===== src/rtl/core/sfcs_pkg.sv =====
// ============================================================================
// sfcs_pkg: shared types and constants for the SPI FRAM command sequencer
// Operation and status codes, FRAM opcodes and the header burst descriptor.
// ============================================================================
package sfcs_pkg;

  localparam int unsigned CAPACITY_BYTES_DEF = 131072;
  localparam int unsigned MAX_TRANSFER       = 256;
  localparam logic [15:0] TIMEOUT_RST        = 16'd10;

  localparam int unsigned ADDR_W  = 24;
  localparam int unsigned COUNT_W = 9;

  localparam logic [7:0] OPC_WREN  = 8'h06;
  localparam logic [7:0] OPC_WRITE = 8'h02;
  localparam logic [7:0] OPC_READ  = 8'h03;

  typedef enum logic [1:0] {
    OP_TICK  = 2'd0,
    OP_WRITE = 2'd1,
    OP_READ  = 2'd2,
    OP_DONE  = 2'd3
  } sfcs_op_t;

  typedef enum logic [2:0] {
    ST_OK            = 3'd0,
    ST_BAD_PARAM     = 3'd1,
    ST_BUSY          = 3'd2,
    ST_WREN_TIMEOUT  = 3'd3,
    ST_WRITE_TIMEOUT = 3'd4,
    ST_READ_TIMEOUT  = 3'd5
  } sfcs_status_t;

  typedef enum logic [3:0] {
    PH_IDLE       = 4'b0001,
    PH_WAIT_WREN  = 4'b0010,
    PH_WAIT_WRITE = 4'b0100,
    PH_WAIT_READ  = 4'b1000
  } sfcs_phase_t;

  // Emitter step: optional lead result, then four header bytes
  localparam logic [2:0] STEP_LEAD = 3'd0;
  localparam logic [2:0] STEP_CMD  = 3'd1;
  localparam logic [2:0] STEP_AHI  = 3'd2;
  localparam logic [2:0] STEP_AMID = 3'd3;
  localparam logic [2:0] STEP_ALO  = 3'd4;

  // Results caused by one request/event
  typedef struct packed {
    logic                lead_en;
    sfcs_status_t        lead_status;
    logic                lead_cs;
    logic                lead_valid;
    logic [7:0]          lead_byte;
    logic                lead_done;
    logic                hdr_en;
    logic [7:0]          hdr_cmd;
    logic [ADDR_W-1:0]   hdr_addr;
    logic [COUNT_W-1:0]  hdr_len;
  } sfcs_burst_t;

endpackage


===== src/rtl/core/sfcs_emit.sv =====
// ============================================================================
// sfcs_emit: result burst emitter
// One-deep descriptor slot in front of the active burst; plays one result
// per cycle out of the active burst under valid/ready.
// ============================================================================
module sfcs_emit (
  input  logic                      clk,
  input  logic                      rst_n,
  input  logic                      burst_valid,
  input  sfcs_pkg::sfcs_burst_t     burst,
  output logic                      burst_ready,
  output logic                      out_valid,
  input  logic                      out_ready,
  output logic [2:0]                out_status,
  output logic                      out_chip_select,
  output logic                      out_byte_valid,
  output logic [7:0]                out_spi_byte,
  output logic [8:0]                out_payload_count,
  output logic                      out_transaction_done,
  output logic                      out_last
);

  sfcs_pkg::sfcs_burst_t slot_r, slot_nxt;
  logic                  slot_valid_r, slot_valid_nxt;
  sfcs_pkg::sfcs_burst_t cur_r, cur_nxt;
  logic                  cur_valid_r, cur_valid_nxt;
  logic [2:0]            step_r, step_nxt;

  logic [2:0] end_step;
  logic       take;
  logic       fin;
  logic       cur_free;

  function automatic logic [2:0] start_of(sfcs_pkg::sfcs_burst_t b);
    return b.lead_en ? sfcs_pkg::STEP_LEAD : sfcs_pkg::STEP_CMD;
  endfunction

  assign end_step    = cur_r.hdr_en ? sfcs_pkg::STEP_ALO : sfcs_pkg::STEP_LEAD;
  assign take        = cur_valid_r && out_ready;
  assign fin         = take && (step_r == end_step);
  assign cur_free    = !cur_valid_r || fin;
  assign burst_ready = !slot_valid_r;

  always_comb begin
    slot_nxt       = slot_r;
    slot_valid_nxt = slot_valid_r;
    cur_nxt        = cur_r;
    cur_valid_nxt  = cur_valid_r;
    step_nxt       = step_r;
    if (cur_free) begin
      if (slot_valid_r) begin
        cur_nxt        = slot_r;
        cur_valid_nxt  = 1'b1;
        step_nxt       = start_of(slot_r);
        slot_valid_nxt = 1'b0;
      end else if (burst_valid) begin
        // bypass the slot when the output side is free
        cur_nxt       = burst;
        cur_valid_nxt = 1'b1;
        step_nxt      = start_of(burst);
      end else begin
        cur_valid_nxt = 1'b0;
      end
    end else begin
      if (take) begin
        step_nxt = step_r + 3'd1;
      end
      if (burst_valid && burst_ready) begin
        slot_nxt       = burst;
        slot_valid_nxt = 1'b1;
      end
    end
  end

  always_ff @(posedge clk) begin
    if (!rst_n) begin
      slot_valid_r <= 1'b0;
      cur_valid_r  <= 1'b0;
      step_r       <= sfcs_pkg::STEP_LEAD;
    end else begin
      slot_valid_r <= slot_valid_nxt;
      cur_valid_r  <= cur_valid_nxt;
      step_r       <= step_nxt;
    end
  end

  always_ff @(posedge clk) begin
    slot_r <= slot_nxt;
    cur_r  <= cur_nxt;
  end

  always_comb begin
    out_status           = sfcs_pkg::ST_OK;
    out_chip_select      = 1'b0;
    out_byte_valid       = 1'b1;
    out_spi_byte         = 8'h00;
    out_payload_count    = '0;
    out_transaction_done = 1'b0;
    unique case (step_r)
      sfcs_pkg::STEP_LEAD: begin
        out_status           = cur_r.lead_status;
        out_chip_select      = cur_r.lead_cs;
        out_byte_valid       = cur_r.lead_valid;
        out_spi_byte         = cur_r.lead_byte;
        out_transaction_done = cur_r.lead_done;
      end
      sfcs_pkg::STEP_CMD:  out_spi_byte = cur_r.hdr_cmd;
      sfcs_pkg::STEP_AHI:  out_spi_byte = cur_r.hdr_addr[23:16];
      sfcs_pkg::STEP_AMID: out_spi_byte = cur_r.hdr_addr[15:8];
      sfcs_pkg::STEP_ALO: begin
        out_spi_byte      = cur_r.hdr_addr[7:0];
        out_payload_count = cur_r.hdr_len;
      end
      default: out_byte_valid = 1'b0;
    endcase
  end

  assign out_valid = cur_valid_r;
  assign out_last  = (step_r == end_step);

  // pending slot only fills behind an active burst
  a_slot_behind_cur: assert property (@(posedge clk) disable iff (!rst_n)
    slot_valid_r |-> cur_valid_r)
    else $error("descriptor slot full with no active burst");

  a_step_range: assert property (@(posedge clk) disable iff (!rst_n)
    cur_valid_r |-> (step_r <= end_step))
    else $error("emitter step past end of burst");

  a_no_lead_skip: assert property (@(posedge clk) disable iff (!rst_n)
    (cur_valid_r && !cur_r.lead_en) |-> (step_r != sfcs_pkg::STEP_LEAD))
    else $error("emitting an absent lead result");

  a_stall_holds: assert property (@(posedge clk) disable iff (!rst_n)
    (cur_valid_r && !out_ready) |=> (cur_valid_r && $stable(step_r)))
    else $error("active burst moved while stalled");

endmodule


===== src/rtl/core/spi_fram_command_sequencer.sv =====
// ============================================================================
// spi_fram_command_sequencer: SPI FRAM transaction sequencer
// Turns tick/write/read/done events into FRAM header bytes and chip-select
// changes, with request checks and a per-transfer millisecond timeout.
// ============================================================================
//
//  channel | direction | handshake                  | payload
//  --------+-----------+----------------------------+---------------------------
//  in      | input     | in_valid / in_ready        | operation, address, length
//  out     | output    | out_valid / out_ready      | status ... last
//  cfg     | input     | cfg_psel/penable, pready=1 | timeout_ms at offset 0
//
//  An event is decoded and the sequencer state updated in the cycle it is
//  accepted; its 0 to 5 results leave the emitter one per cycle under out_ready.
//  Throughput is set by the single output port: one result per cycle while
//  out_ready is high, so a WRITE header event holds it for five results; a
//  one-deep descriptor slot lets another event be accepted while a burst drains.
//  Reset (rst_n low, synchronous): idle, timer 0, timeout_ms 10, output empty.
//  out_ready low stalls the output; in_ready drops only while the slot is full.
//
module spi_fram_command_sequencer #(
  parameter int unsigned CAPACITY_BYTES = sfcs_pkg::CAPACITY_BYTES_DEF
) (
  input  logic        clk,
  input  logic        rst_n,
  input  logic        in_valid,
  output logic        in_ready,
  input  logic [1:0]  in_operation,
  input  logic [23:0] in_address,
  input  logic [9:0]  in_length,
  output logic        out_valid,
  input  logic        out_ready,
  output logic [2:0]  out_status,
  output logic        out_chip_select,
  output logic        out_byte_valid,
  output logic [7:0]  out_spi_byte,
  output logic [8:0]  out_payload_count,
  output logic        out_transaction_done,
  output logic        out_last,
  input  logic        cfg_psel,
  input  logic        cfg_penable,
  input  logic        cfg_pwrite,
  input  logic [2:0]  cfg_paddr,
  input  logic [31:0] cfg_pwdata,
  output logic [31:0] cfg_prdata,
  output logic        cfg_pready
);

  localparam int unsigned SADDR_W = (CAPACITY_BYTES > 1) ? $clog2(CAPACITY_BYTES) : 1;
  localparam logic [24:0] CAP_LIM = 25'(CAPACITY_BYTES);
  localparam logic [9:0]  MAX_LEN = 10'(sfcs_pkg::MAX_TRANSFER);

  sfcs_pkg::sfcs_phase_t phase_r, phase_nxt;
  logic [SADDR_W-1:0]    saved_addr_r, saved_addr_nxt;
  logic [8:0]            saved_len_r, saved_len_nxt;
  logic [15:0]           elapsed_r, elapsed_nxt;
  logic [15:0]           timeout_r;

  sfcs_pkg::sfcs_burst_t burst;
  logic                  burst_valid;
  logic                  burst_ready;
  logic                  accept;
  logic                  bad_req;
  logic [24:0]           end_addr;
  logic [15:0]           elapsed_inc;
  logic                  cfg_wr;

  assign cfg_pready = 1'b1;
  assign cfg_wr     = cfg_psel && cfg_penable && cfg_pwrite && !cfg_paddr[2];
  assign cfg_prdata = cfg_paddr[2] ? 32'd0 : {16'd0, timeout_r};

  always_ff @(posedge clk) begin
    if (!rst_n) begin
      timeout_r <= sfcs_pkg::TIMEOUT_RST;
    end else if (cfg_wr) begin
      timeout_r <= cfg_pwdata[15:0];
    end
  end

  assign in_ready    = burst_ready;
  assign accept      = in_valid && in_ready;
  assign end_addr    = {1'b0, in_address} + {15'd0, in_length};
  assign bad_req     = (in_length == 10'd0) || (in_length > MAX_LEN) || (end_addr > CAP_LIM);
  assign elapsed_inc = (elapsed_r == 16'hFFFF) ? elapsed_r : elapsed_r + 16'd1;

  always_comb begin
    phase_nxt      = phase_r;
    saved_addr_nxt = saved_addr_r;
    saved_len_nxt  = saved_len_r;
    elapsed_nxt    = elapsed_r;
    burst          = '0;
    burst_valid    = 1'b0;
    burst.hdr_addr = 24'(saved_addr_r);
    burst.hdr_len  = saved_len_r;
    if (accept) begin
      unique case (sfcs_pkg::sfcs_op_t'(in_operation))
        sfcs_pkg::OP_WRITE, sfcs_pkg::OP_READ: begin
          burst_valid   = 1'b1;
          burst.lead_en = 1'b1;
          if (bad_req) begin
            burst.lead_status = sfcs_pkg::ST_BAD_PARAM;
            burst.lead_cs     = (phase_r == sfcs_pkg::PH_IDLE);
          end else if (phase_r != sfcs_pkg::PH_IDLE) begin
            burst.lead_status = sfcs_pkg::ST_BUSY;
          end else begin
            saved_addr_nxt = in_address[SADDR_W-1:0];
            saved_len_nxt  = in_length[8:0];
            elapsed_nxt    = 16'd0;
            if (in_operation == sfcs_pkg::OP_WRITE) begin
              burst.lead_valid = 1'b1;
              burst.lead_byte  = sfcs_pkg::OPC_WREN;
              phase_nxt        = sfcs_pkg::PH_WAIT_WREN;
            end else begin
              burst.lead_en  = 1'b0;
              burst.hdr_en   = 1'b1;
              burst.hdr_cmd  = sfcs_pkg::OPC_READ;
              burst.hdr_addr = in_address;
              burst.hdr_len  = in_length[8:0];
              phase_nxt      = sfcs_pkg::PH_WAIT_READ;
            end
          end
        end
        sfcs_pkg::OP_DONE: begin
          burst.lead_cs = 1'b1;
          if (phase_r == sfcs_pkg::PH_WAIT_WREN) begin
            // release select, then WRITE header
            burst_valid   = 1'b1;
            burst.lead_en = 1'b1;
            burst.hdr_en  = 1'b1;
            burst.hdr_cmd = sfcs_pkg::OPC_WRITE;
            elapsed_nxt   = 16'd0;
            phase_nxt     = sfcs_pkg::PH_WAIT_WRITE;
          end else if (phase_r != sfcs_pkg::PH_IDLE) begin
            burst_valid     = 1'b1;
            burst.lead_en   = 1'b1;
            burst.lead_done = 1'b1;
            phase_nxt       = sfcs_pkg::PH_IDLE;
          end
        end
        sfcs_pkg::OP_TICK: begin
          if (phase_r != sfcs_pkg::PH_IDLE) begin
            elapsed_nxt = elapsed_inc;
            if (elapsed_inc > timeout_r) begin
              burst_valid     = 1'b1;
              burst.lead_en   = 1'b1;
              burst.lead_cs   = 1'b1;
              burst.lead_done = 1'b1;
              unique case (phase_r)
                sfcs_pkg::PH_WAIT_WREN:  burst.lead_status = sfcs_pkg::ST_WREN_TIMEOUT;
                sfcs_pkg::PH_WAIT_WRITE: burst.lead_status = sfcs_pkg::ST_WRITE_TIMEOUT;
                default:                 burst.lead_status = sfcs_pkg::ST_READ_TIMEOUT;
              endcase
              phase_nxt = sfcs_pkg::PH_IDLE;
            end
          end
        end
        default: ;
      endcase
    end
  end

  always_ff @(posedge clk) begin
    if (!rst_n) begin
      phase_r      <= sfcs_pkg::PH_IDLE;
      saved_addr_r <= '0;
      saved_len_r  <= '0;
      elapsed_r    <= '0;
    end else begin
      phase_r      <= phase_nxt;
      saved_addr_r <= saved_addr_nxt;
      saved_len_r  <= saved_len_nxt;
      elapsed_r    <= elapsed_nxt;
    end
  end

  sfcs_emit u_emit (
    .clk                  (clk),
    .rst_n                (rst_n),
    .burst_valid          (burst_valid),
    .burst                (burst),
    .burst_ready          (burst_ready),
    .out_valid            (out_valid),
    .out_ready            (out_ready),
    .out_status           (out_status),
    .out_chip_select      (out_chip_select),
    .out_byte_valid       (out_byte_valid),
    .out_spi_byte         (out_spi_byte),
    .out_payload_count    (out_payload_count),
    .out_transaction_done (out_transaction_done),
    .out_last             (out_last)
  );

  // a good request taken while idle always leaves the idle phase
  a_req_starts: assert property (@(posedge clk) disable iff (!rst_n)
    (accept && !bad_req && phase_r == sfcs_pkg::PH_IDLE &&
     (in_operation == sfcs_pkg::OP_WRITE || in_operation == sfcs_pkg::OP_READ))
    |=> (phase_r != sfcs_pkg::PH_IDLE && elapsed_r == 16'd0))
    else $error("accepted request did not start a transaction");

  a_idle_timer_frozen: assert property (@(posedge clk) disable iff (!rst_n)
    (phase_r == sfcs_pkg::PH_IDLE && phase_nxt == sfcs_pkg::PH_IDLE)
    |=> $stable(elapsed_r))
    else $error("timer moved while idle");

  a_busy_keeps_state: assert property (@(posedge clk) disable iff (!rst_n)
    (accept && burst.lead_status == sfcs_pkg::ST_BUSY && burst_valid)
    |=> $stable(phase_r))
    else $error("busy reject changed the phase");

endmodule

===== config.mk =====
export PLATFORM = sky130hd
export DESIGN_NAME = spi_fram_command_sequencer
export DESIGN_NICKNAME = d
export VERILOG_FILES = /design/src/rtl/core/sfcs_pkg.sv /design/src/rtl/core/sfcs_emit.sv /design/src/rtl/core/spi_fram_command_sequencer.sv
export SDC_FILE = /design/constraint.sdc
export NUM_CORES = 1
export LEC_CHECK = 0
export BUFFER_PORTS_ARGS = -buffer_cell sky130_fd_sc_hd__buf_2
export CORE_UTILIZATION = 45
export DETAILED_ROUTE_END_ITERATION = 10
export GPL_ROUTABILITY_DRIVEN = 0
export PLACE_DENSITY = 0.71
export SYNTH_ARGS = -nofsm -noshare
export SYNTH_HDL_FRONTEND = slang
export SYNTH_HIERARCHICAL = 1
export SYNTH_SLANG_ARGS = --single-unit

===== constraint.sdc =====
create_clock -name clk -period 9.5 [get_ports clk]
set_input_delay 1.9 -clock clk [delete_from_list [all_inputs] [get_ports clk]]
set_output_delay 1.9 -clock clk [all_outputs]
set_load 0.05 [all_outputs]

Word-level counts from Yosys, hierarchy flattened
Cells that the tools add are included.
- bits in registers: 180
- input port bits: 78
- $add $sub $neg: 3
- order comparisons: 3
- equal/unequal tests: 20
- muxes and demuxes: 63
- bitwise gates (word level): 4
- reductions and logical operators: 27
- operators by type and width (operator ; number):
    $mux 42 ; 3
    $mux 56 ; 2
    $mux 16 ; 6
    $mux 57 ; 1
    $mux 9 ; 6
    $pmux 16 s3 ; 1
    $pmux 8 s5 ; 1
    $mux 33 ; 1
    $mux 4 ; 7
    $add 24x10->25 ; 1
    $gt 25x18->1 const B ; 1
    $mux 3 ; 6
    $pmux 9 s2 ; 1
    $add 16x1->16 const B ; 1
    $eq 16x16->1 const B ; 1
    $gt 16x16->1 ; 1
    $mux 1 ; 16
    $pmux 3 s2 ; 2
    $pmux 4 s3 ; 1
    $gt 10x9->1 const B ; 1
    $logic_not 10->1 ; 1
    $mux 5 ; 2
    $ne 2x2->1 const B ; 5
    $pmux 1 s3 ; 3
    other kinds (28) ; 49

Depth between registers and ports, before layout
- word-level depth: 11
- mapped depth: 23

By module
The synthesis kept the hierarchy.
- modules (own cells, without submodules) (module ; times used ; cells each ; area each (µm²) ; seq. area each (µm²)):
    spi_fram_command_sequencer ; 1 ; 617 ; 4923.5 ; 1241.2
    sfcs_emit ; 1 ; 277 ; 4798.4 ; 3493.4

Least setup slack after synthesis
OpenSTA, ideal clock, no wires.
- path kind: register to register
- from: register elapsed_r[3]
- to: register u_emit/cur_r[0] in the netlist's numbering, enable pin
- setup time: 0.470 ns
- arrival time: 6.070 ns
- required time: 9.030 ns
- setup slack: 2.960 ns
- stages on the path, launching flop included: 19
- buffers on the path: 2
- clock period less this slack: 6.540 ns
- path through: dfxtp_1 > and4_1 > nand4_1 > nor4_1 > nand3_1 > clkbuf_1 > and2_1 > and3_1 > xor2_1 > ha_1 > nand4_1 > nor3_1 > a211o_1 > and3_1 > clkbuf_1 > o21ai_0 > a21oi_1 > nor2_1 > nor2_1
- cells in the longest elaborated chain, start to end: 9
- elaborated cells between the ends (all ways): 10
- those cells by class: add/sub (1); order compare (1); eq/ne (1); mux (5); reduce/logical (2)
- RTL lines (item ; RTL line ; text):
    from (decl) ; spi_fram_command_sequencer.sv:56 ; logic [15:0] elapsed_r, elapsed_nxt;
    from (signal assigned) ; spi_fram_command_sequencer.sv:172 ; elapsed_r <= elapsed_nxt;
    $add 16x1->16 or $eq 16x16->1 (tied branches) ; spi_fram_command_sequencer.sv:84 ; assign elapsed_inc = (elapsed_r == 16'hFFFF) ? elapsed_r : elapsed_r + 16'd1;
    $mux 16 * ; spi_fram_command_sequencer.sv:84 ;
    $gt 16x16->1 * ; spi_fram_command_sequencer.sv:143 ; if (elapsed_inc > timeout_r) begin
    $mux 1 * ; spi_fram_command_sequencer.sv:143 ;
    $mux 1 * ; spi_fram_command_sequencer.sv:141 ; if (phase_r != sfcs_pkg::PH_IDLE) begin
    $pmux 1 s3 * ; spi_fram_command_sequencer.sv:96 ; unique case (sfcs_pkg::sfcs_op_t'(in_operation))
    $mux 1 * ; spi_fram_command_sequencer.sv:95 ; if (accept) begin
    net burst_valid ; spi_fram_command_sequencer.sv:60 ; logic burst_valid;
    $reduce_bool 2->1 (no line) * ; - ;
    $reduce_and 2->1 (no line) * ; - ;
    to (signal assigned) ; sfcs_emit.sv:89 ; cur_r <= cur_nxt;
    to (decl) ; sfcs_emit.sv:25 ; sfcs_pkg::sfcs_burst_t cur_r, cur_nxt;
Mark *: on every way through the listed nets, which the timed path passes. The rest lies on a longest branch.
A chain may end at the register's enable or synchronous reset.

==> results.toml <==
[setup_path]
critPathLaunch = "in_address[0]"
crit_type = "input pin to flip-flop"
cp.required_ns = 9.68
r2r_slack_ns = 3.26
crit_arrival_ns = 6.64
start_kind = "input pin"
worstPathMaxFanout = 26
r2r_cells = 17
end_kind = "flip-flop"
r2r_start = "elapsed_r[3]"
r2r_end = "u_emit/cur_r[24]"

[yosys]
yosysTopAreaCell = "edfxtp_1"
synth_area_leaders = "edfxtp_1 35%, dfxtp_1 14%, mux2_2 9.7%"
ys_top_cells_by_count = "113 x edfxtp_1, 84 x mux2_2, 79 x nand2_1, 67 x dfxtp_1, 61 x nor2_1"
synth_top_area_share_pct = 34.90
postSynthAreaPerCell_um2 = 10.87
synth-seq-area-share_pct = 48.70
synth_edf_count = 113
syn_inst = 894
ys_warn_count = 6
ys_ff_latch = 180
syn_area_um2 = 9722
synth.distinct_cells = 71
async_reset_ff_share_pct = 0
synth_ff_type = "edfxtp_1"
synth_most_common_cell = "edfxtp_1"

[routing]
drtAntennaViolNets = 0
wl_um = 20720
drc = 0
initialDrtViolationCount = 483
routedWlPerCell_um = 16.00
viasPerCell = 5.383
drt_pre_antenna_iters = 5
via_count = 6971

[sta]
fmax_mhz = 154.9
fin_hold_ws_ns = 0.4621
fin_crit_sh_pct = 67.97
fin_skew_ns = 0.01608
worst_pin_slew_ns = 1.026
period_minus_slack_ns = 6.457
hold_viol_final = 0
rsz0062_at_grt = "no"
slew_headroom_pct = 30.65
final.setup.tns_ns = 0
maxSlewViolCount = 0
setup_ws_ns = 3.043
setup_viol = 0

[clocking]
cts_made_buffers = 17
cts-root-buf = "clkbuf_16"
cts_tree = "yes"
clk_pin_slew_ns = 0.07
clk_latency_ns = 0.43
cts-hold-fix-buffers = 0
cts_max_level = 4
cts_resized = 0
numClockSinks = 180
clock_path_buffers = 2
cts_setup_buffers = 0

[pwr]
switching_share_pct = 29.81
power_density_nw_per_um2 = 167.3
power_switching_mw = 0.5514
p_clk_share_pct = 37.9
power.internal_mw = 1.299
leakage_nw = 4.273
power.total_mw = 1.850
combPwrFrac_pct = 14.9
vdd_ir_drop_max_mv = 0.1234
pwr-share-seq_pct = 47.2

[final_layout]
finalNetCount = 1122
register_area_um2 = 4736
drive_gt1_share_pct = 23.24
fill_cells = 1894
syn2layout_area_growth_pct = 13.77
n_antenna_cell = 0
multi_input_area_um2 = 4687
utilization_pct = 52.45

[grt]
use_met1_pct = 25.79
grt.busiest_layer = "met2"
grt_max_degree = 76
gr-usage-met3_pct = 3.211
grt_pass1_vias = 6441
antenna_found_initial = 0
grt-ovfl-total = 0
grt_usage_pct = 19.23
met2_usage_pct = 31.95
grt_pass1_wl_um = 33430

[floorplan]
die_x_um = 149.0
dieArea_um2 = 22200
ios = 137
die_h_um = 149.0
core_area_um2 = 21090
std_cell_rows = 53
start_util_pct = 46.10

[placement]
place_hpwl_um = 14220
post-place-ws_ns = 2.646
io_buffers = 101

[hold_path]
min_from = "timeout_r[13]"
whs_path_depth = 2
holdPathEnd = "timeout_r[13]"
hp-class = "flip-flop to flip-flop"

[run]
cap_violations = 0

[run_status]
outcome = "complete, no violations"
-- through the flow --
step,std cells,instance area (um^2)
global placement,1263,10460
CTS,1295,11060
global route,1295,11060
detailed placement,1263,10460
floorplan,945,9913
finish,1295,11060
-- cell usage in the layout, fill, tap and decap left out, types with 11 or more instances in the layout --
master     instances
nor3_1            19
inv_1             37
a211oi_1          14
edfxtp_1         113
xnor2_1           16
clkbuf_16         17
nor2_1            60
nand3_1           17
and2_1            11
nor2b_1           32
dfxtp_1           66
nand4_1           15
and3_1            19
mux2i_1           36
a21oi_1           24
mux2_2            84
a21boi_0          15
buf_2            101
conb_1            53
nand2_1           79
o21ai_0           27
ha_1              36
-- final cells by class --
class / instances / share of cell area (%)
clock inverters: 15 / 1.618
repair buffers: 107 / 4.977
flip-flops and latches: 180 / 42.82
well taps: 275 / 3.111
multi-input cells: 664 / 42.38
clock buffers: 17 / 3.846
inverters: 37 / 1.256
-- per-layer routing --
layer | wire length (um) | vias to the layer above
li1 | - | 3441
met1 | 9589 | 3307
met2 | 9846 | 204
met3 | 1007 | 19
met4 | 280 | 0
met5 | 0 | -
-- flip-flops by register name, indices dropped and copies added, names as in the netlist --
signal               count
timeout_r               16
u_emit/step_r            3
elapsed_r               16
u_emit/slot_r           57
saved_len_r              9
u_emit/slot_valid_r      1
phase_r                  4
u_emit/out_valid         1
saved_addr_r            17
u_emit/cur_r            56
-- critical path, stage by stage --
cell,delay [ns]
buf_2,0.12
ha_1,0.23
fa_1,0.40
a21o_1,0.21
a221oi_2,0.38
o21bai_1,0.24
a21o_1,0.21
a2111o_1,0.40
a211oi_1,0.86
nand2_2,0.25
nor2_4,0.70
mux2_2,0.43
mux2_2,0.27
-- worst max path at each step --
| stage | depth (start not counted) | slack [ns] | endpoint |
|---|---|---|---|
| 2_1_floorplan | 18 | 2.96 | u_emit/cur_r[0] |
| 3_3_place_gp | 13 | 2.69 | u_emit/cur_r[9] |
| 3_5_place_dp | 13 | 2.65 | u_emit/cur_r[0] |
| 4_1_cts | 13 | 3.10 | u_emit/cur_r[0] |
| 5_1_grt | 17 | 2.79 | u_emit/cur_r[16] |
| 6_report | 13 | 3.04 | u_emit/cur_r[0] |
-- power by group through the flow --
stage	Sequential (mW)	Combinational, mW	Clock (mW)
after floorplan	0.889	0.206	0
after global placement	0.890	0.272	0
after detailed placement	0.891	0.275	0
after CTS	0.873	0.276	0.713
after global routing	0.875	0.299	0.745
final	0.873	0.276	0.701
-- kinds of logic after synthesis --
group,after synthesis,share of synthesized area [%]
buffers and inverters,101,5.148
AND/OR/NAND/NOR,287,14.84
multiplexers,120,13.44
AO/OA/AOI/OAI,146,10.99
other,2,0.07725
flip-flops,180,48.70
XOR/XNOR,21,1.969
adder cells (fa/ha/maj),37,4.839
No activity file was read; power rests on OpenSTA's default activity.
